$ cat config.mk
export PLATFORM = sky130hd
export DESIGN_NAME = unicode_transcoder_flat
export DESIGN_NICKNAME = d
export VERILOG_FILES = /design/src/utx_pkg.sv /design/src/utx_if.sv /design/src/utx_front.sv /design/src/utx_queue.sv /design/src/utx_back.sv /design/src/unicode_transcoder.sv /design/src/flat_wrapper.sv
export SDC_FILE = /design/constraint.sdc
export NUM_CORES = 1
export LEC_CHECK = 0
export BUFFER_PORTS_ARGS = -buffer_cell sky130_fd_sc_hd__buf_2
export CORE_UTILIZATION = 33
export DETAILED_ROUTE_END_ITERATION = 8
export PLACE_DENSITY = 0.52
export SYNTH_ARGS = -nofsm -noshare
export SYNTH_HDL_FRONTEND = slang
export SYNTH_SLANG_ARGS = --single-unit
$ cat constraint.sdc
create_clock -name clk -period 11.56 [get_ports clk]
set_input_delay 2.312 -clock clk [delete_from_list [all_inputs] [get_ports clk]]
set_output_delay 2.312 -clock clk [all_outputs]
set_load 0.01 [all_outputs]
$ cat src/utx_pkg.sv
// utx_pkg: shared types, encoding codes and output encoder functions
// for the unicode transcoder
// no dependencies
package utx_pkg;

  localparam int UNIT_W  = 32;
  localparam int POINT_W = 21;

  // encoding codes, shared by source and target registers
  localparam logic [1:0] ENC_ASCII = 2'd0;
  localparam logic [1:0] ENC_UTF8  = 2'd1;
  localparam logic [1:0] ENC_UTF16 = 2'd2;
  localparam logic [1:0] ENC_UTF32 = 2'd3;

  // register indexes on the apb port
  localparam logic REG_SOURCE = 1'b0;
  localparam logic REG_TARGET = 1'b1;

  localparam logic [UNIT_W-1:0] REPLACEMENT = 32'h0000_003F;

  // one decoded code point on its way from front to back
  typedef struct packed {
    logic              valid;
    logic [UNIT_W-1:0] point;
  } point_t;

  // number of units a code point takes in the target encoding (0 to 4)
  function automatic logic [2:0] enc_count(input logic [UNIT_W-1:0] cp,
                                           input logic [1:0] tgt);
    logic [2:0] n;
    begin
      n = 3'd1;
      case (tgt)
        ENC_UTF8: begin
          if (cp < 32'h80) n = 3'd1;
          else if (cp < 32'h800) n = 3'd2;
          else if (cp < 32'h1_0000) n = 3'd3;
          else n = 3'd4;
        end
        ENC_UTF16: begin
          if (cp < 32'hD800 || (cp >= 32'hE000 && cp < 32'h1_0000)) n = 3'd1;
          else if (cp >= 32'h1_0000 && cp < 32'h11_0000) n = 3'd2;
          else n = 3'd0;
        end
        default: n = 3'd1;
      endcase
      return n;
    end
  endfunction

  // unit number idx of a code point in the target encoding
  function automatic logic [UNIT_W-1:0] enc_unit(input logic [UNIT_W-1:0] cp,
                                                 input logic [1:0] tgt,
                                                 input logic [1:0] idx);
    logic [UNIT_W-1:0] u;
    logic [2:0]        n;
    logic [POINT_W-1:0] iv;
    begin
      n  = enc_count(cp, tgt);
      iv = cp[POINT_W-1:0] - 21'h1_0000;
      u  = cp;
      case (tgt)
        ENC_ASCII: u = (cp > 32'h7F) ? REPLACEMENT : cp;
        ENC_UTF8: begin
          case (n)
            3'd1: u = cp;
            3'd2: begin
              if (idx == 2'd0) u = {24'd0, cp[13:6] | 8'hC0};
              else u = {24'd0, 2'b10, cp[5:0]};
            end
            3'd3: begin
              case (idx)
                2'd0:    u = {24'd0, cp[19:12] | 8'hE0};
                2'd1:    u = {24'd0, 2'b10, cp[11:6]};
                default: u = {24'd0, 2'b10, cp[5:0]};
              endcase
            end
            default: begin
              case (idx)
                2'd0:    u = {24'd0, cp[25:18] | 8'hF0};
                2'd1:    u = {24'd0, 2'b10, cp[17:12]};
                2'd2:    u = {24'd0, 2'b10, cp[11:6]};
                default: u = {24'd0, 2'b10, cp[5:0]};
              endcase
            end
          endcase
        end
        ENC_UTF16: begin
          if (n == 3'd2) begin
            // surrogate pair: high half then low half
            if (idx == 2'd0) u = {16'd0, 6'b110110, iv[19:10]};
            else u = {16'd0, 6'b110111, cp[9:0]};
          end else begin
            u = cp;
          end
        end
        default: u = cp;
      endcase
      return u;
    end
  endfunction

endpackage

$ cat src/utx_if.sv
// utx_if: handshake channels for code units in and encoded units out
// depends on utx_pkg for the unit width
interface utx_unit_in_if;
  import utx_pkg::*;
  logic              valid;
  logic              ready;
  logic [UNIT_W-1:0] code_unit;

  modport source (output valid, output code_unit, input ready);
  modport sink (input valid, input code_unit, output ready);
endinterface

interface utx_unit_out_if;
  import utx_pkg::*;
  logic              valid;
  logic              ready;
  logic [UNIT_W-1:0] out_unit;
  logic              last_unit;

  modport source (output valid, output out_unit, output last_unit, input ready);
  modport sink (input valid, input out_unit, input last_unit, output ready);
endinterface

$ cat src/utx_front.sv
// utx_front: accepts source code units and collects complete code points
// depends on utx_pkg
module utx_front import utx_pkg::*; (
  input  logic              clk,
  input  logic              rst,
  input  logic [1:0]        source_encoding,
  input  logic              clear,
  input  logic              in_valid,
  output logic              in_ready,
  input  logic [UNIT_W-1:0] code_unit,
  input  logic              queue_full,
  output point_t            push
);

  logic [POINT_W-1:0] partial_point, partial_point_next;
  logic [1:0]         units_pending, units_pending_next;
  logic [POINT_W-1:0] cont_bits;
  logic [POINT_W-1:0] merged;
  logic [7:0]         byte_val;
  logic [15:0]        half;
  logic               decoded;
  logic [UNIT_W-1:0]  point;

  assign in_ready = !queue_full;
  assign byte_val = code_unit[7:0];
  assign half     = code_unit[15:0];

  // continuation bits placed by the number of units still expected
  always_comb begin
    case (units_pending)
      2'd1:    cont_bits = {15'd0, byte_val[5:0]};
      2'd2:    cont_bits = {9'd0, byte_val[5:0], 6'd0};
      default: cont_bits = {3'd0, byte_val[5:0], 12'd0};
    endcase
    merged = partial_point | cont_bits;
  end

  // decode one unit
  always_comb begin
    decoded            = 1'b0;
    point              = code_unit;
    partial_point_next = partial_point;
    units_pending_next = units_pending;
    unique case (source_encoding)
      ENC_ASCII: begin
        decoded = 1'b1;
        point   = {24'd0, byte_val};
      end
      ENC_UTF8: begin
        if (units_pending != 2'd0) begin
          units_pending_next = units_pending - 2'd1;
          if (units_pending == 2'd1) begin
            decoded            = 1'b1;
            point              = {11'd0, merged};
            partial_point_next = '0;
          end else begin
            partial_point_next = merged;
          end
        end else if (!byte_val[7]) begin
          decoded = 1'b1;
          point   = {24'd0, byte_val};
        end else if (byte_val[7:5] == 3'b110) begin
          partial_point_next = {10'd0, byte_val[4:0], 6'd0};
          units_pending_next = 2'd1;
        end else if (byte_val[7:4] == 4'hE) begin
          partial_point_next = {5'd0, byte_val[3:0], 12'd0};
          units_pending_next = 2'd2;
        end else if (byte_val[7:3] == 5'h1E) begin
          partial_point_next = {byte_val[2:0], 18'd0};
          units_pending_next = 2'd3;
        end else begin
          decoded = 1'b1;
          point   = REPLACEMENT;
        end
      end
      ENC_UTF16: begin
        if (units_pending != 2'd0) begin
          // any unit closes an open pair
          decoded            = 1'b1;
          point              = {11'd0, partial_point + {11'd0, half[9:0]}};
          partial_point_next = '0;
          units_pending_next = 2'd0;
        end else if (half < 16'hD800 || half >= 16'hE000) begin
          decoded = 1'b1;
          point   = {16'd0, half};
        end else if (half < 16'hDC00) begin
          partial_point_next = 21'h1_0000 + {1'b0, half[9:0], 10'd0};
          units_pending_next = 2'd1;
        end else begin
          // lone low surrogate
          decoded = 1'b1;
          point   = REPLACEMENT;
        end
      end
      ENC_UTF32: begin
        decoded = 1'b1;
        point   = code_unit;
      end
      default: begin
        decoded = 1'b0;
      end
    endcase
  end

  assign push.valid = in_valid && in_ready && decoded;
  assign push.point = point;

  // sequence state, dropped on a source encoding write
  always_ff @(posedge clk) begin
    if (rst || clear) begin
      partial_point <= '0;
      units_pending <= '0;
    end else if (in_valid && in_ready) begin
      partial_point <= partial_point_next;
      units_pending <= units_pending_next;
    end
  end

endmodule

$ cat src/utx_queue.sv
// utx_queue: short queue of decoded code points between front and back
// depends on utx_pkg
module utx_queue import utx_pkg::*; #(
  parameter int DEPTH = 2
) (
  input  logic   clk,
  input  logic   rst,
  input  point_t push,
  input  logic   pop,
  output point_t head,
  output logic   full
);

  localparam int PTR_W = $clog2(DEPTH);
  localparam int CNT_W = $clog2(DEPTH + 1);
  localparam logic [PTR_W-1:0] LAST_PTR = PTR_W'(DEPTH - 1);
  localparam logic [CNT_W-1:0] FULL_CNT = CNT_W'(DEPTH);

  logic [UNIT_W-1:0] entries [DEPTH];
  logic [PTR_W-1:0]  wr_ptr, rd_ptr;
  logic [CNT_W-1:0]  count;
  logic              do_push, do_pop;

  assign full       = (count == FULL_CNT);
  assign head.valid = (count != '0);
  assign head.point = entries[rd_ptr];
  assign do_push    = push.valid && !full;
  assign do_pop     = pop && head.valid;

  // storage
  always_ff @(posedge clk) begin
    if (do_push) begin
      entries[wr_ptr] <= push.point;
    end
  end

  // pointers and fill count
  always_ff @(posedge clk) begin
    if (rst) begin
      wr_ptr <= '0;
      rd_ptr <= '0;
      count  <= '0;
    end else begin
      if (do_push) wr_ptr <= (wr_ptr == LAST_PTR) ? '0 : wr_ptr + PTR_W'(1);
      if (do_pop) rd_ptr <= (rd_ptr == LAST_PTR) ? '0 : rd_ptr + PTR_W'(1);
      case ({do_push, do_pop})
        2'b10:   count <= count + CNT_W'(1);
        2'b01:   count <= count - CNT_W'(1);
        default: count <= count;
      endcase
    end
  end

endmodule

$ cat src/utx_back.sv
// utx_back: encodes queued code points into target units, one per cycle while the output is not stalled
// depends on utx_pkg
module utx_back import utx_pkg::*; (
  input  logic              clk,
  input  logic              rst,
  input  logic [1:0]        target_encoding,
  input  point_t            head,
  output logic              pop,
  output logic              out_valid,
  input  logic              out_ready,
  output logic [UNIT_W-1:0] out_unit,
  output logic              out_last
);

  logic [1:0]        idx;
  logic [2:0]        count;
  logic              slot_free;
  logic              emit;
  logic              is_last;
  logic [UNIT_W-1:0] unit_val;

  assign count     = enc_count(head.point, target_encoding);
  assign unit_val  = enc_unit(head.point, target_encoding, idx);
  assign is_last   = ({1'b0, idx} == count - 3'd1);
  assign slot_free = !out_valid || out_ready;
  assign emit      = slot_free && head.valid && (count != 3'd0);
  // points with no units are dropped straight away
  assign pop       = slot_free && head.valid && ((count == 3'd0) || is_last);

  // unit index within the current code point
  always_ff @(posedge clk) begin
    if (rst) begin
      idx <= '0;
    end else if (emit) begin
      idx <= is_last ? 2'd0 : idx + 2'd1;
    end
  end

  // output register
  always_ff @(posedge clk) begin
    if (rst) begin
      out_valid <= 1'b0;
    end else if (slot_free) begin
      out_valid <= emit;
    end
  end

  always_ff @(posedge clk) begin
    if (emit) begin
      out_unit <= unit_val;
      out_last <= is_last;
    end
  end

endmodule

$ cat src/unicode_transcoder.sv
// Unicode transcoder: takes one source code unit per transaction on code_chan
// in the encoding set by register 0 (0 ascii, 1 utf8, 2 utf16, 3 utf32) and
// gives the code point as 0 to 4 units in the encoding set by register 1 on
// result_chan, with last_unit high on the final unit of each code point.
// Registers sit on an APB port at byte addresses 0 and 4; writing the source
// encoding drops any open sequence. The user must see that writes are made
// while the block is idle; the block itself does not enforce this. A code unit
// is taken every cycle while the code point queue has room; the output side
// gives one unit a cycle while result_chan is not stalled, and units that close
// no code point give no output. A unit that closes a code point is stored in
// the queue and then in the output register before its first output unit.
// Depends on utx_pkg, utx_if, utx_front, utx_queue and utx_back.
module unicode_transcoder import utx_pkg::*; #(
  parameter int QUEUE_DEPTH = 2
) (
  input  logic                  clk,
  input  logic                  rst,
  utx_unit_in_if.sink           code_chan,
  utx_unit_out_if.source        result_chan,
  input  logic                  psel,
  input  logic                  penable,
  input  logic                  pwrite,
  input  logic [2:0]            paddr,
  input  logic [31:0]           pwdata,
  output logic [31:0]           prdata,
  output logic                  pready
);

  logic [1:0] source_encoding;
  logic [1:0] target_encoding;
  logic       cfg_write;
  logic       source_clear;
  logic       queue_full;
  logic       pop;
  point_t     push;
  point_t     head;

  // configuration registers
  assign pready       = 1'b1;
  assign cfg_write    = psel && penable && pwrite && pready;
  assign source_clear = cfg_write && (paddr[2] == REG_SOURCE);

  always_ff @(posedge clk) begin
    if (rst) begin
      source_encoding <= ENC_UTF8;
      target_encoding <= ENC_UTF16;
    end else if (cfg_write) begin
      if (paddr[2] == REG_SOURCE) source_encoding <= pwdata[1:0];
      else target_encoding <= pwdata[1:0];
    end
  end

  assign prdata = (paddr[2] == REG_TARGET) ? {30'd0, target_encoding}
                                           : {30'd0, source_encoding};

  // decode side
  utx_front u_front (
    .clk             (clk),
    .rst             (rst),
    .source_encoding (source_encoding),
    .clear           (source_clear),
    .in_valid        (code_chan.valid),
    .in_ready        (code_chan.ready),
    .code_unit       (code_chan.code_unit),
    .queue_full      (queue_full),
    .push            (push)
  );

  // code point queue
  utx_queue #(
    .DEPTH (QUEUE_DEPTH)
  ) u_queue (
    .clk  (clk),
    .rst  (rst),
    .push (push),
    .pop  (pop),
    .head (head),
    .full (queue_full)
  );

  // encode side
  utx_back u_back (
    .clk             (clk),
    .rst             (rst),
    .target_encoding (target_encoding),
    .head            (head),
    .pop             (pop),
    .out_valid       (result_chan.valid),
    .out_ready       (result_chan.ready),
    .out_unit        (result_chan.out_unit),
    .out_last        (result_chan.last_unit)
  );

endmodule

$ cat src/flat_wrapper.sv
// flat-port wrapper written by rule: the top's interface ports become plain ports
module unicode_transcoder_flat import utx_pkg::*;
#(
  parameter int QUEUE_DEPTH = 2
)
  (clk, rst, psel, penable, pwrite, paddr, pwdata, prdata, pready, code_chan_valid, code_chan_code_unit, code_chan_ready, result_chan_valid, result_chan_out_unit, result_chan_last_unit, result_chan_ready);
  utx_unit_in_if code_chan_i ();
  utx_unit_out_if result_chan_i ();
  input  logic clk;
  input  logic rst;
  input  logic psel;
  input  logic penable;
  input  logic pwrite;
  input  logic [2:0] paddr;
  input  logic [31:0] pwdata;
  output logic [31:0] prdata;
  output logic pready;
  input wire logic [$bits(code_chan_i.valid)-1:0] code_chan_valid;
  input wire logic [$bits(code_chan_i.code_unit)-1:0] code_chan_code_unit;
  output wire logic [$bits(code_chan_i.ready)-1:0] code_chan_ready;
  output wire logic [$bits(result_chan_i.valid)-1:0] result_chan_valid;
  output wire logic [$bits(result_chan_i.out_unit)-1:0] result_chan_out_unit;
  output wire logic [$bits(result_chan_i.last_unit)-1:0] result_chan_last_unit;
  input wire logic [$bits(result_chan_i.ready)-1:0] result_chan_ready;
  assign code_chan_i.valid = code_chan_valid;
  assign code_chan_i.code_unit = code_chan_code_unit;
  assign code_chan_ready = code_chan_i.ready;
  assign result_chan_valid = result_chan_i.valid;
  assign result_chan_out_unit = result_chan_i.out_unit;
  assign result_chan_last_unit = result_chan_i.last_unit;
  assign result_chan_i.ready = result_chan_ready;
  unicode_transcoder #(.QUEUE_DEPTH(QUEUE_DEPTH)) u_core (.clk(clk), .rst(rst), .code_chan(code_chan_i), .result_chan(result_chan_i), .psel(psel), .penable(penable), .pwrite(pwrite), .paddr(paddr), .pwdata(pwdata), .prdata(prdata), .pready(pready));
endmodule
Word level (Yosys, flattened, before mapping). Memory sizes are Yosys's and may differ from the RTL's. A register that Yosys moved wholly into a read port is not among the register bits. Index checks and enable logic that the tools add are counted. W data, S select, Z words.

Bits in registers: 67. Bits in writable memories: 64. Input bits: 74. Output and inout bits: 68. Logic and storage cells: 153. Memories kept: 1.

Memories: u_core.u_queue.entries (words 2, width 32, rd ports 1, clocked after memory_dff 1, wr ports 1, line utx_queue.sv:19) `logic [UNIT_W-1:0] entries [DEPTH];`.

Add/subtract/negate cells: 10. Magnitude comparators: 11. Equal/unequal tests: 23. Mux-type cells: 63. Bitwise operators: 2. Reductions and logical operators: 32.

Operators by type and width (number): $mux W32 (11); $pmux W32 S3 (2); $mux W21 (9); $pmux W32 S4 (1); $pmux W21 S2 (1); $pmux W18 S2 (1); $ge A32 B16 Y1 const B (1); $ge A32 B17 Y1 const B (1); $gt A32 B7 Y1 const B (1); $lt A16 B16 Y1 const B (2); $lt A32 B12 Y1 const B (1); $lt A32 B16 Y1 const B (1); $lt A32 B17 Y1 const B (1); $lt A32 B21 Y1 const B (1); $lt A32 B8 Y1 const B (1); $mux W2 (12); $add A17 B20 Y21 const A (1); $add A21 B10 Y21 (1); $or A21 B21 Y21 (1); $pmux W7 S3 (1); $sub A20 B17 Y20 const B (1); $ge A16 B16 Y1 const B (1); $mux W1 (15); $eq A2 B2 Y1 const B (7); other kinds (31) (66).

Logic depth before layout (Yosys ltp). Gate-level depths: netlist (run 1).

Depth after elaboration: 12. Mapped depth: 20. Mapped depth without buffers: 16.

Cells and area by module. Synthesis (run 1) repeated with hierarchy kept, for this count alone.

Cells, all modules: 876. Area, all modules: 8678.3 µm².

Modules (own cells, without submodules): utx_front (times used 1, cells each 437, area an instance 3066.7 µm², seq. area each 460.4 µm²); utx_back (times used 1, cells each 259, area an instance 2631.3 µm², seq. area each 1051.0 µm²); utx_queue (times used 1, cells each 126, area an instance 2527.4 µm², seq. area each 2021.9 µm²); unicode_transcoder (times used 1, cells each 54, area an instance 452.9 µm², seq. area each 80.1 µm²).

Worst setup path before layout (run 1). No wires, ideal clock.

Path kind: input-to-reg. Start point: input port code_chan_code_unit[5]. End point: memory u_core.u_queue.entries[0][0] (enable). Setup time: 421 ps. Arrival: 4887 ps. Required time: 11139 ps. Slack: 6252 ps. Stages: 6. Path buffers: 1. Path through: clkbuf_1 a21oi_1 o21ba_2 o21a_1 a311o_1 nor2_1.

Longest elaborated chain between the ends: 11. Elaborated cells on any way between the ends: 20. Classes of those cells: 3 x order compare; 3 x eq/ne; 11 x mux; 3 x reduce/logical.

RTL lines: start, declared (line flat_wrapper.sv:19) `input wire logic [$bits(code_chan_i.code_unit)-1:0] code_chan_code_unit;`; parallel branches: the longest is 6 deep, another holds $lt A16 B16 Y1; $pmux W1 S3 (*) (line utx_front.sv:44) `unique case (source_encoding)`; $logic_and A1 B1 Y1 (*) (line utx_front.sv:105) `assign push.valid = in_valid && in_ready && decoded;`; $logic_and A1 B1 Y1 (*) (line utx_queue.sv:27) `assign do_push = push.valid && !full;`; $mux W1 (*) (line utx_queue.sv:32) `if (do_push) begin`; $mux W1 (not written as such) (*) (line utx_queue.sv:33) `entries[wr_ptr] <= push.point;`; end, declared (line utx_queue.sv:19).

Every way passes the cells marked *.

Final worst setup path (run 1).
Start point: input port code_chan_code_unit[6]. End point: register u_core.u_front.partial_point[8].

Longest elaborated chain between the ends: 6. Elaborated cells on any way between the ends: 16. Classes of those cells: 3 x order compare; 6 x eq/ne; 5 x mux; 2 x reduce/logical.

RTL lines: parallel branches: the longest is 6 deep, another holds $lt A16 B16 Y1; end signal, assigned (line utx_front.sv:114) `partial_point <= partial_point_next;`; end, declared (line utx_front.sv:15) `logic [POINT_W-1:0] partial_point, partial_point_next;`.

Several ways; the timed one is not identified. The select of a mux whose other input is x is not followed. A chain may end at the register's enable or synchronous reset.

==> run_results.csv, run 1 <==
group,metric,value,unit
sta,maxSlewViolCount,0,
flow_run,drv_cap,0,
synthesis,synthTopCellsByArea,"edfxtp_1 34%, dfxtp_1 8.2%, ha_1 5.3%",
synthesis,yosysTopAreaCellShare,0.3426,
setup_path,worstSetupPathType,"in2reg",
final_layout,n_fill_cell,2573,
worst_hold_path,min_path_type,"reg2reg",
grt,grt_pass1_wl,37320,um
synthesis,syn_inst,900,
setup_path,cp_data_arrival_time,5.76,ns
final_layout,fin_nets,1078,
floorplan,die-area,0.02641,mm2
placement,hpwl,17310,um
floorplan,rows,58,
setup_path,cp_max_fo,14,
drt,drt-initial-drc-count,626,
floorplan,dieHeight,162.5,um
setup_path,path_cells,"buf_2 > ha_1 > nand2_1 > nor2_1 > o21ai_1 > a311oi_1 > nor2b_1 > a21oi_1 > a32o_1",
floorplan,start_util,0.3367,
clocking,cts_tree,"built",
pwr,powerDensity,171.6,mW/mm2
grt,antenna_found_initial,0,
pwr,totalPowerFinal,0.001666,W
placement,io_buffers,78,
sta,max_slew_margin,0.3380,
final_layout,antenna_cells,0,
setup_path,slowest_delay,0.86,ns
placement,place.gp.congestion,0.9204,
setup_path,critPathTopFamily,"compound AO/OA/AOI/OAI gates",
setup_path,worst-path-buf-inv,1,
sta,period_share,0.4706,
synthesis,synth.most_common_cell,"nor2_1",
grt,grt_overflow,0,
synthesis,syn_area_per_cell,9.448,um2
setup_path,r2r-end,"u_core.u_back.out_unit[7]",
grt,grt.total_usage,0.1830,
setup_path,r2r_cells,13,
sta,final_hold_viol_count,0,
sta,worstMarginPinSlew,0.9910,ns
final_layout,syn_to_final_growth,14.14,%
clocking,h-tree-depth,4,
setup_path,endpoint_kind,"register",
final_layout,multiInputGateArea,0.004481,mm2
pwr,vdd_drop_max,108.0,uV
sta,holdWs,0.4994,ns
clocking,clock_path_buffers,2,
sta,setup_tns,0,ns
clocking,numCtsBuffers,17,
drt,drc_errors,0,
synthesis,ys_async_sr_fraction,0,
synthesis,seq_area_frac_synth,0.4250,
synthesis,ys_types,83,
sta,rsz0062_at_grt,"false",
synthesis,ys_warn_count,0,
clocking,insertion_delay,0.43,ns
synthesis,syn_area,0.008503,mm2
drt,drtAntennaViolNets,0,
pwr,power_leakage,3.731,nW
clocking,cts_resized,0,
clocking,root_buffer,"clkbuf_16",
drt,wl_per_cell,18.29,um
sta,fin_skew,0.01586,ns
run_status,outcome,"complete, no violations",
clocking,cts.clk_slew.worst_paths,0.08,ns
synthesis,synthFlopType,"edfxtp_1",
synthesis,synth-edff-count,97,
final_layout,drive_gt1_frac,0.1571,
worst_hold_path,hold_path_depth,2,
floorplan,io_pins,142,
final_layout,register_area,0.003615,mm2
drt,wirelength,23960,um
setup_path,required,11.88,ns
synthesis,synth.cells.most_frequent,"100 x nor2_1, 97 x edfxtp_1, 68 x a21oi_1",
synthesis,ys_ff_latch,132,
worst_hold_path,holdCritStartpoint,"u_core.u_back.out_valid",
drt,dr.pass1.iters,6,
clocking,post_cts_buffers,0,
setup_path,critPathSlowestCell,"nor2b_1",
sta,setup_viol,0,
sta,fin_crit,5.441,ns
drt,vias_per_cell,5.440,
clocking,cts_sinks,132,
floorplan,die_width,162.5,um
sta,max_freq,183.8,MHz
drt,num_vias,7127,
worst_hold_path,hold_end,"u_core.u_back.out_valid",
clocking,hold_buffers,0,
setup_path,critPathLaunchType,"input port",
grt,grt_max_degree,49,
setup_path,r2r_setup_slack,6.22,ns
synthesis,yosysTopAreaCell,"edfxtp_1",
floorplan,core-area,0.02525,mm2
grt,grt_pass1_vias,6630,
-- metal layers --
metal	wire length, um	global-route usage
met1	10830	0.2502
met2	11010	0.2887
met3	1543	0.03107
met4	573	0.06732
met5	0	0
-- power breakdown --
part	switching [W]	internal, W	total, W
Clock	0.000239	0.000307	0.000546
Sequential	0.0000325	0.000604	0.000637
Combinational	0.000311	0.000172	0.000483
-- stage by stage --
stage,area [um2],setup WS (ns),util,std cells
final,9706,6.119,0.3843,1310
after global routing,9706,5.859,0.3843,1310
after CTS,9706,6.198,0.3843,1310
after detailed placement,9112,5.759,0.3608,1278
after global placement,9112,5.741,0.3608,1278
after floorplan,8612,6.252,-,929
-- flip-flops by register name, summed over array words and instances, names as in the netlist, named ones only --
signal and count:
u_core.u_queue.entries 64, u_core.u_back.out_unit 32, u_core.u_front.partial_point 21, u_core.source_encoding 2, u_core.target_encoding 2, u_core.u_back.idx 2, u_core.u_front.units_pending 2, u_core.u_queue.count 2
u_core.u_back.out_last 1, u_core.u_back.out_valid 1, u_core.u_queue.rd_ptr 1, u_core.u_queue.wr_ptr 1
-- worst max-delay path by stage --
| stage | from | cells past startpoint | slack (ns) | endpoint |
|---|---|---|---|---|
| floorplan | code_chan_code_unit[5] | 6 | 6.25 | u_core.u_queue.entries[0][0] |
| global placement | code_chan_code_unit[6] | 9 | 5.74 | u_core.u_front.partial_point[8] |
| detailed placement | code_chan_code_unit[6] | 9 | 5.76 | u_core.u_front.partial_point[8] |
| CTS | code_chan_code_unit[6] | 9 | 6.20 | u_core.u_front.partial_point[8] |
| global route | code_chan_code_unit[6] | 9 | 5.86 | u_core.u_front.partial_point[8] |
| finish | code_chan_code_unit[6] | 9 | 6.12 | u_core.u_front.partial_point[8] |
-- layout by cell type, fill, tap and decap left out, types with 11 or more instances in the layout --
master / instances
dfxtp_1: 34
a211oi_1: 15
buf_2: 78
nand3_1: 21
xor2_1: 11
nor2_1: 98
a21oi_1: 67
o21ai_0: 49
nand2_1: 64
o22ai_1: 20
buf_4: 11
ha_1: 36
clkbuf_16: 17
mux2_2: 11
xnor2_1: 11
edfxtp_1: 97
and2_1: 21
inv_1: 32
mux2i_1: 36
conb_1: 31
nor3_1: 17
-- tightest hold or removal path, stage by stage (launching register included) --
cell,delay (ns)
dfxtp_1,0.31
nand2b_1,0.09
a21oi_1,0.06
-- cell type report --
cell class,instances,area share
clock inverters,15,0.01727
multi-input cells,692,0.4616
repair buffers,89,0.04873
well taps,330,0.04254
flip-flops and latches,132,0.3724
inverters,35,0.01354
clock buffers,17,0.04383
-- kinds of logic (layout without fill, tap and decap cells) --
| kind of cell | after synthesis | after routing | synth area share |
|---|---|---|---|
| and+or+nand+nor | 287 | 287 | 0.1622 |
| AOI/OAI and AO/OA | 267 | 267 | 0.2128 |
| DFF | 132 | 132 | 0.4250 |
| buffers and inverters | 105 | 156 | 0.06298 |
| muxes | 48 | 48 | 0.05827 |
| adders and majority gates | 37 | 37 | 0.05533 |
| xor gates and xnor gates | 22 | 22 | 0.02266 |
| other | 2 | 31 | 0.0008832 |
Power figures use the tool's default switching activity.
==> run 2, diff against run 1 <==
--- a/config.mk
+++ b/config.mk
@@ -8,7 +8,7 @@
 export BUFFER_PORTS_ARGS = -buffer_cell sky130_fd_sc_hd__buf_2
 export CORE_UTILIZATION = 33
 export DETAILED_ROUTE_END_ITERATION = 8
-export PLACE_DENSITY = 0.52
+export PLACE_DENSITY = 0.53
 export SYNTH_ARGS = -nofsm -noshare
 export SYNTH_HDL_FRONTEND = slang
 export SYNTH_SLANG_ARGS = --single-unit
==> constraint.sdc (replaced) <==
create_clock -name clk -period 4.4 [get_ports clk]
set_input_delay 0.88 -clock clk [delete_from_list [all_inputs] [get_ports clk]]
set_output_delay 0.88 -clock clk [all_outputs]
set_load 0.01 [all_outputs]
==> run 2 against run 1 <==
- register-to-register slack got worse by 6.0 ns
- critical path type is now reg2reg
- die area unchanged
- critical path depth up 5
- sequential share of layout area is 0.89 points lower
- combinational power grew to 2.8 times the previous value
- routed wire length grew 2.0%
- largest power group unchanged
- largest cell class unchanged
- non-clock buffer count is 26 higher
- setup slack worse by 5.9 ns
==> run_results.csv, run 2 (synthesis results as in run 1) <==
group,metric,value,unit
clocking,clock_path_buffers,2,
floorplan,io_pins,142,
grt,grt.total_usage,0.1888,
placement,io_buffers,78,
placement,hpwl,18090,um
setup_path,critPathSlowestCell,"or4_1",
sta,period_share,0.9428,
final_layout,mostFrequentLayoutCells,"98 x nor2_1, 97 x edfxtp_1, 78 x buf_2, 67 x a21oi_1, 64 x nand2_1",
drt,drc_errors,0,
grt,grt_pass1_wl,38300,um
setup_path,r2r_cells,14,
floorplan,dieHeight,162.5,um
setup_path,critPathTopFamily,"simple AND/OR/NAND/NOR gates",
drt,drtAntennaViolNets,0,
setup_path,required,4.77,ns
sta,worstMarginPinSlew,0.8106,ns
setup_path,path_cells,"buf_12 > or3b_1 > a21bo_1 > or4_1 > a22oi_1 > o21ai_1 > ha_1 > xnor2_1 > and3_1 > nand2_1 > a21oi_1 > ha_1 > or3_1 > a21oi_1",
sta,setup_viol,0,
floorplan,core-area,0.02525,mm2
pwr,vdd_drop_max,243.8,uV
floorplan,die_width,162.5,um
setup_path,endpoint_kind,"register",
setup_path,slowest_delay,0.56,ns
sta,max_freq,241.1,MHz
floorplan,start_util,0.3367,
clocking,cts.clk_slew.worst_paths,0.07,ns
setup_path,worst-path-buf-inv,1,
drt,dr.pass1.iters,5,
sta,max_slew_margin,0.4560,
floorplan,rows,58,
pwr,powerDensity,450.0,mW/mm2
final_layout,largest_reg_flops,64,
worst_hold_path,min_path_type,"reg2reg",
clocking,post_cts_buffers,0,
setup_path,cp_data_arrival_time,4.52,ns
final_layout,drive_gt1_frac,0.1809,
clocking,insertion_delay,0.43,ns
placement,place.gp.congestion,0.9706,
run_status,outcome,"complete, no violations",
placement,preCtsSetupSlack,0.1620,ns
grt,antenna_found_initial,0,
grt,grt_overflow,0,
final_layout,fin_nets,1104,
sta,setup_tns,0,ns
clocking,cts_tree,"built",
drt,drt-initial-drc-count,486,
setup_path,r2r-end,"u_core.u_queue.count[1]",
clocking,root_buffer,"clkbuf_16",
floorplan,die-area,0.02641,mm2
sta,fin_crit,4.148,ns
sta,fin_ws,0.2516,ns
drt,num_vias,7237,
sta,maxSlewViolCount,0,
worst_hold_path,hold_end,"u_core.u_back.out_valid",
final_layout,reg.largest.list,"u_core.u_queue.entries (64), u_core.u_back.out_unit (32), u_core.u_front.partial_point (21)",
worst_hold_path,holdCritStartpoint,"u_core.u_back.out_valid",
pwr,power_leakage,3.870,nW
sta,fin_skew,0.01318,ns
final_layout,syn_to_final_growth,16.92,%
setup_path,r2r_setup_slack,0.25,ns
grt,grt_pass1_vias,6926,
drt,wl_per_cell,18.29,um
setup_path,critPathLaunchType,"register",
grt,grt_max_degree,33,
flow_run,drv_cap,0,
sta,rsz0062_at_grt,"false",
final_layout,largest-register,"u_core.u_queue.entries",
clocking,numCtsBuffers,17,
worst_hold_path,hold_path_depth,2,
clocking,h-tree-depth,4,
final_layout,antenna_cells,0,
clocking,cts_sinks,132,
setup_path,cp_max_fo,31,
final_layout,final_common_cell,"nor2_1",
sta,final_hold_viol_count,0,
drt,wirelength,24430,um
drt,vias_per_cell,5.417,
setup_path,worstSetupPathType,"reg2reg",
==> run 2: changes by cell type in the layout (fill, tap and decap cells not counted), sizes merged <==
cell and delta:
clkinvlp +1, clkinv -4, inv +3, buf +26
==> run 2: worst max path at each step <==
| stage | startpoint | endpoint | slack [ns] | cells past startpoint |
|---|---|---|---|---|
| floorplan | register | u_core.u_queue.count[1] | 0.06 | 18 |
| global placement | register | u_core.u_queue.count[1] | 0.25 | 14 |
| detailed placement | register | u_core.u_queue.count[1] | 0.16 | 14 |
| CTS | register | u_core.u_queue.count[1] | 0.18 | 14 |
| global route | register | u_core.u_queue.count[1] | 0.03 | 14 |
| finish | register | u_core.u_queue.count[1] | 0.25 | 14 |
==> run 2: final cells by class <==
class	count	area [um2]
fill	2572	15310
multi-input combinational	692	4487
clock buffer	17	425.4
timing repair buffer	115	693.2
inverter	35	131.4
sequential	132	3615
tap	330	412.9
clock inverter	15	177.7
==> run 2: what timing repair did <==
item	CTS	global route
hold endpoints to repair	0	0
endpoints found under the setup margin	0	2
gates resized for setup	0	2
hold buffers	0	0
==> run 2: routing by layer <==
metal  track usage  share of wire  up-vias
met1        0.2489           0.45     3436
li1              -              -     3506
met5             0              0        -
met4       0.07504          0.025        0
met3       0.03820          0.053       44
met2        0.3021           0.47      251
==> run 2: report_power, final <==
part / total [W] / leakage, nW / switching [W] / internal (W)
Combinational: 0.00134 / 2.39 / 0.000828 / 0.000513
Clock: 0.00145 / 0.291 / 0.000637 / 0.000814
Sequential: 0.00168 / 1.19 / 0.0000937 / 0.00159
Total: 0.00447 / 3.87 / 0.00156 / 0.00291
==> run 2: metrics by stage <==
stage	hold WS (ns)	cells	instance area [um2]	power [W]	utilization
2_1_floorplan	0.4568	929	8622	0.002604	-
3_3_place_gp	0.4924	1304	9335	0.003033	0.3696
3_5_place_dp	0.4933	1304	9335	0.003036	0.3696
4_1_cts	0.5073	1336	9938	0.004501	0.3935
5_1_grt	0.5155	1336	9942	0.004712	0.3937
6_report	0.5044	1336	9942	0.004474	0.3937
==> run 2: worst register-to-register path: stages, from the launching register on <==
cell     delay (ns)
dfxtp_2        0.43
buf_12         0.23
or3b_1         0.41
a21bo_1        0.24
or4_1          0.56
a22oi_1        0.27
o21ai_1        0.16
ha_1           0.34
xnor2_1        0.20
and3_1         0.21
nand2_1        0.08
a21oi_1        0.17
ha_1           0.28
or3_1          0.37
a21oi_1        0.14
==> run 3, diff against run 2 <==
--- a/config.mk
+++ b/config.mk
@@ -6,9 +6,10 @@
 export NUM_CORES = 1
 export LEC_CHECK = 0
 export BUFFER_PORTS_ARGS = -buffer_cell sky130_fd_sc_hd__buf_2
-export CORE_UTILIZATION = 33
+export CORE_UTILIZATION = 29
 export DETAILED_ROUTE_END_ITERATION = 8
-export PLACE_DENSITY = 0.53
+export PLACE_DENSITY = 0.48
 export SYNTH_ARGS = -nofsm -noshare
 export SYNTH_HDL_FRONTEND = slang
+export SYNTH_HIERARCHICAL = 1
 export SYNTH_SLANG_ARGS = --single-unit
==> run 3 against run 2 <==
- combinational power rose by 13%
- area after synthesis increased by 2.1%
- die area up 16%
- routed wire length up 5.4%
- synthesized cell count is 2.7% lower
- register-to-register slack improved by 0.04 ns
- sequential cell count stayed put
- clock power hardly changed
- sequential share of layout area decreased by 0.69 points
- core utilization shrank 4.5 points
- setup slack improved by 0.039 ns
- global-route usage down 2.3 points
- critical endpoint is now u_core/u_back/out_unit[0]
==> run_results.csv, run 3 <==
group,metric,value,unit
run_status,outcome,"complete, no violations",
synthesis,synth.most_common_cell,"edfxtp_1",
final_layout,drive_gt1_frac,0.2193,
sta,period_share,0.9339,
floorplan,die_width,175.0,um
sta,fin_crit,4.109,ns
final_layout,reg.largest.list,"u_core/u_queue/entries (64), u_core/u_back/out_unit (32), u_core/u_front/partial_point (21)",
pwr,powerDensity,459.5,mW/mm2
placement,dp.cells,1327,
sta,setup_viol,0,
placement,postPlaceCellArea,0.009490,mm2
sta,setup_tns,0,ns
setup_path,cp_data_arrival_time,4.27,ns
sta,worstMarginPinSlew,0.7833,ns
pwr,vdd_drop_max,253.3,uV
sta,max_slew_margin,0.4778,
drt,drtAntennaViolNets,0,
setup_path,r2r-end,"u_core/u_back/out_unit[0]",
drt,vias_per_cell,5.263,
setup_path,required,4.56,ns
setup_path,critPathLaunchType,"register",
final_layout,largest_reg_flops,64,
floorplan,die-area,0.03062,mm2
final_layout,register_area,0.003617,mm2
drt,wl_per_cell,18.93,um
drt,wirelength,25740,um
synthesis,synthTopCellsByArea,"edfxtp_1 34%, dfxtp_1 8.1%, ha_1 5.2%",
placement,io_buffers,78,
final_layout,largest-register,"u_core/u_queue/entries",
setup_path,slowest_delay,0.55,ns
final_layout,fin_nets,1074,
drt,drc_errors,0,
synthesis,syn_area,0.008678,mm2
synthesis,seq_area_frac_synth,0.4164,
clocking,h-tree-depth,4,
grt,use_met3,0.03242,
setup_path,endpoint_kind,"register",
clocking,insertion_delay,0.43,ns
final_layout,n_fill_cell,3003,
setup_path,critPathSlowestCell,"or4_1",
synthesis,yosysTopAreaCellShare,0.3356,
synthesis,ys_async_sr_fraction,0,
drt,drt-initial-drc-count,748,
sta,max_freq,243.3,MHz
placement,hpwl,18850,um
flow_run,drv_cap,0,
synthesis,yosysTopAreaCell,"edfxtp_1",
final_layout,syn_to_final_growth,16.85,%
setup_path,r2r_cells,15,
placement,place.gp.congestion,0.8796,
clocking,numCtsBuffers,17,
drt,dr.pass1.iters,6,
final_layout,final_common_cell,"edfxtp_1",
final_layout,multiInputGateArea,0.004588,mm2
synthesis,ys_types,98,
synthesis,synth.cells.most_frequent,"97 x edfxtp_1, 58 x nand2_1, 55 x nor2_1",
sta,maxSlewViolCount,0,
synthesis,syn_inst,876,
grt,grt_overflow,0,
worst_hold_path,min_path_type,"reg2reg",
floorplan,io_pins,142,
sta,rsz0062_at_grt,"false",
final_layout,final_area,0.01014,mm2
grt,grt_max_degree,37,
grt,grt_pass1_wl,39050,um
clocking,cts.clk_slew.worst_paths,0.08,ns
sta,final_hold_viol_count,0,
clocking,post_cts_buffers,0,
clocking,root_buffer,"clkbuf_16",
grt,antenna_found_initial,0,
setup_path,worstSetupPathType,"reg2reg",
synthesis,ys_warn_count,6,
worst_hold_path,hold_path_depth,2,
worst_hold_path,holdCritStartpoint,"u_core/u_queue/wr_ptr",
floorplan,dieHeight,175.0,um
synthesis,synthFlopType,"edfxtp_1",
grt,grt_use_met1,0.2306,
synthesis,ys_ff_latch,132,
clocking,clock_path_buffers,2,
final_layout,mostFrequentLayoutCells,"97 x edfxtp_1, 78 x buf_2, 58 x nand2_1, 55 x nor2_1, 53 x o21ai_0",
floorplan,rows,62,
grt,met2_usage,0.2607,
floorplan,start_util,0.2983,
clocking,cts_tree,"built",
grt,grt_pass1_vias,6592,
final_layout,antenna_cells,0,
sta,fin_skew,0.02039,ns
setup_path,cp_max_fo,12,
synthesis,synth-edff-count,97,
clocking,cts_sinks,132,
grt,grt.total_usage,0.1660,
final_layout,final_core_util,0.3486,
grt,grt.busiest_layer,"met2",
synthesis,syn_area_per_cell,9.907,um2
worst_hold_path,hold_end,"u_core/u_queue/wr_ptr",
pwr,power_leakage,3.875,nW
final_layout,fin_cells,1360,
setup_path,path_cells,"buf_12 > buf_4 > mux2_1 > or4_1 > o31a_1 > nand3_1 > a21oi_2 > buf_4 > ha_1 > and2_1 > buf_4 > a222oi_1 > nor3_1 > a221oi_1 > o21ai_0",
drt,num_vias,7158,
floorplan,core-area,0.02909,mm2
setup_path,r2r_setup_slack,0.29,ns
setup_path,path_common_cell,"buf_4",
run 3: cell types whose count changed after synthesis, moves of 6 or more:
cell / previous run / this run
nand2_1: 64 / 58
mux2i_1: 36 / 13
a21oi_1: 68 / 49
o22ai_1: 20 / 7
and2b_1: 0 / 6
mux2_1: 1 / 17
buf_2: 2 / 8
nor2b_2: 0 / 6
mux2_2: 11 / 19
nor2_1: 100 / 55
run 3: per-stage QoR:
step                power [W]  hold WS [ns]  setup WS, ns
floorplan            0.002686        0.4518       0.05858
global placement     0.003169        0.4693        0.1047
detailed placement   0.003165        0.4790        0.1410
CTS                  0.004658        0.4885       0.08478
global route         0.004893        0.5165       0.01293
finish               0.004659        0.4884        0.2906
run 3: area by class of cell:
class | instances | share of cell area
clock buffer | 17 | 0.04195
sequential | 132 | 0.3567
timing repair buffer | 117 | 0.07033
tap | 384 | 0.04738
clock inverter | 15 | 0.01752
inverter | 37 | 0.01370
multi-input combinational | 658 | 0.4524
run 3: logic make-up after synthesis:
kind of cell               synth area share
buffers and inverters               0.06964
DFF                                  0.4164
and+or+nand+nor                      0.1721
muxes                               0.06171
adders and majority gates           0.05421
xor gates and xnor gates            0.01817
other                             0.0008654
AOI/OAI and AO/OA                    0.2069
run 3: how the worst max path moves through the flow:
stage / from / end / slack [ns] / cells past startpoint
4_1_cts: register / u_core/u_queue/count[1] / 0.08 / 19
2_1_floorplan: register / u_core/u_back/out_unit[1] / 0.06 / 17
5_1_grt: register / u_core/u_queue/count[1] / 0.01 / 16
3_3_place_gp: register / u_core/u_queue/count[1] / 0.10 / 17
6_report: register / u_core/u_back/out_unit[0] / 0.29 / 15
3_5_place_dp: register / u_core/u_queue/count[1] / 0.14 / 19
run 3: critical path, delay by kind of cell (launching register included):
family	cells	cell delay (ns)
compound gates	5	1.21
fa+ha+maj	1	0.21
buf+inv	4	0.63
flops	1	0.41
mux	1	0.44
simple gates	4	0.94
run 3: what timing repair did:
item,CTS,global route
hold buffers,0,0
gates resized for setup,0,9
setup endpoints to repair,0,3
run 3: power by group:
part / internal [W] / switching, W
Combinational: 0.000599 / 0.000910
Sequential: 0.00159 / 0.0000844
Clock: 0.000818 / 0.000661
Total: 0.00300 / 0.00166
run 3: per-layer routing:
layer	part of all wire	up-vias	wire length, um
met1	0.46	3426	11770
met2	0.46	275	11910
li1	-	3421	-
met3	0.064	36	1640
met5	0	-	0
met4	0.016	0	419
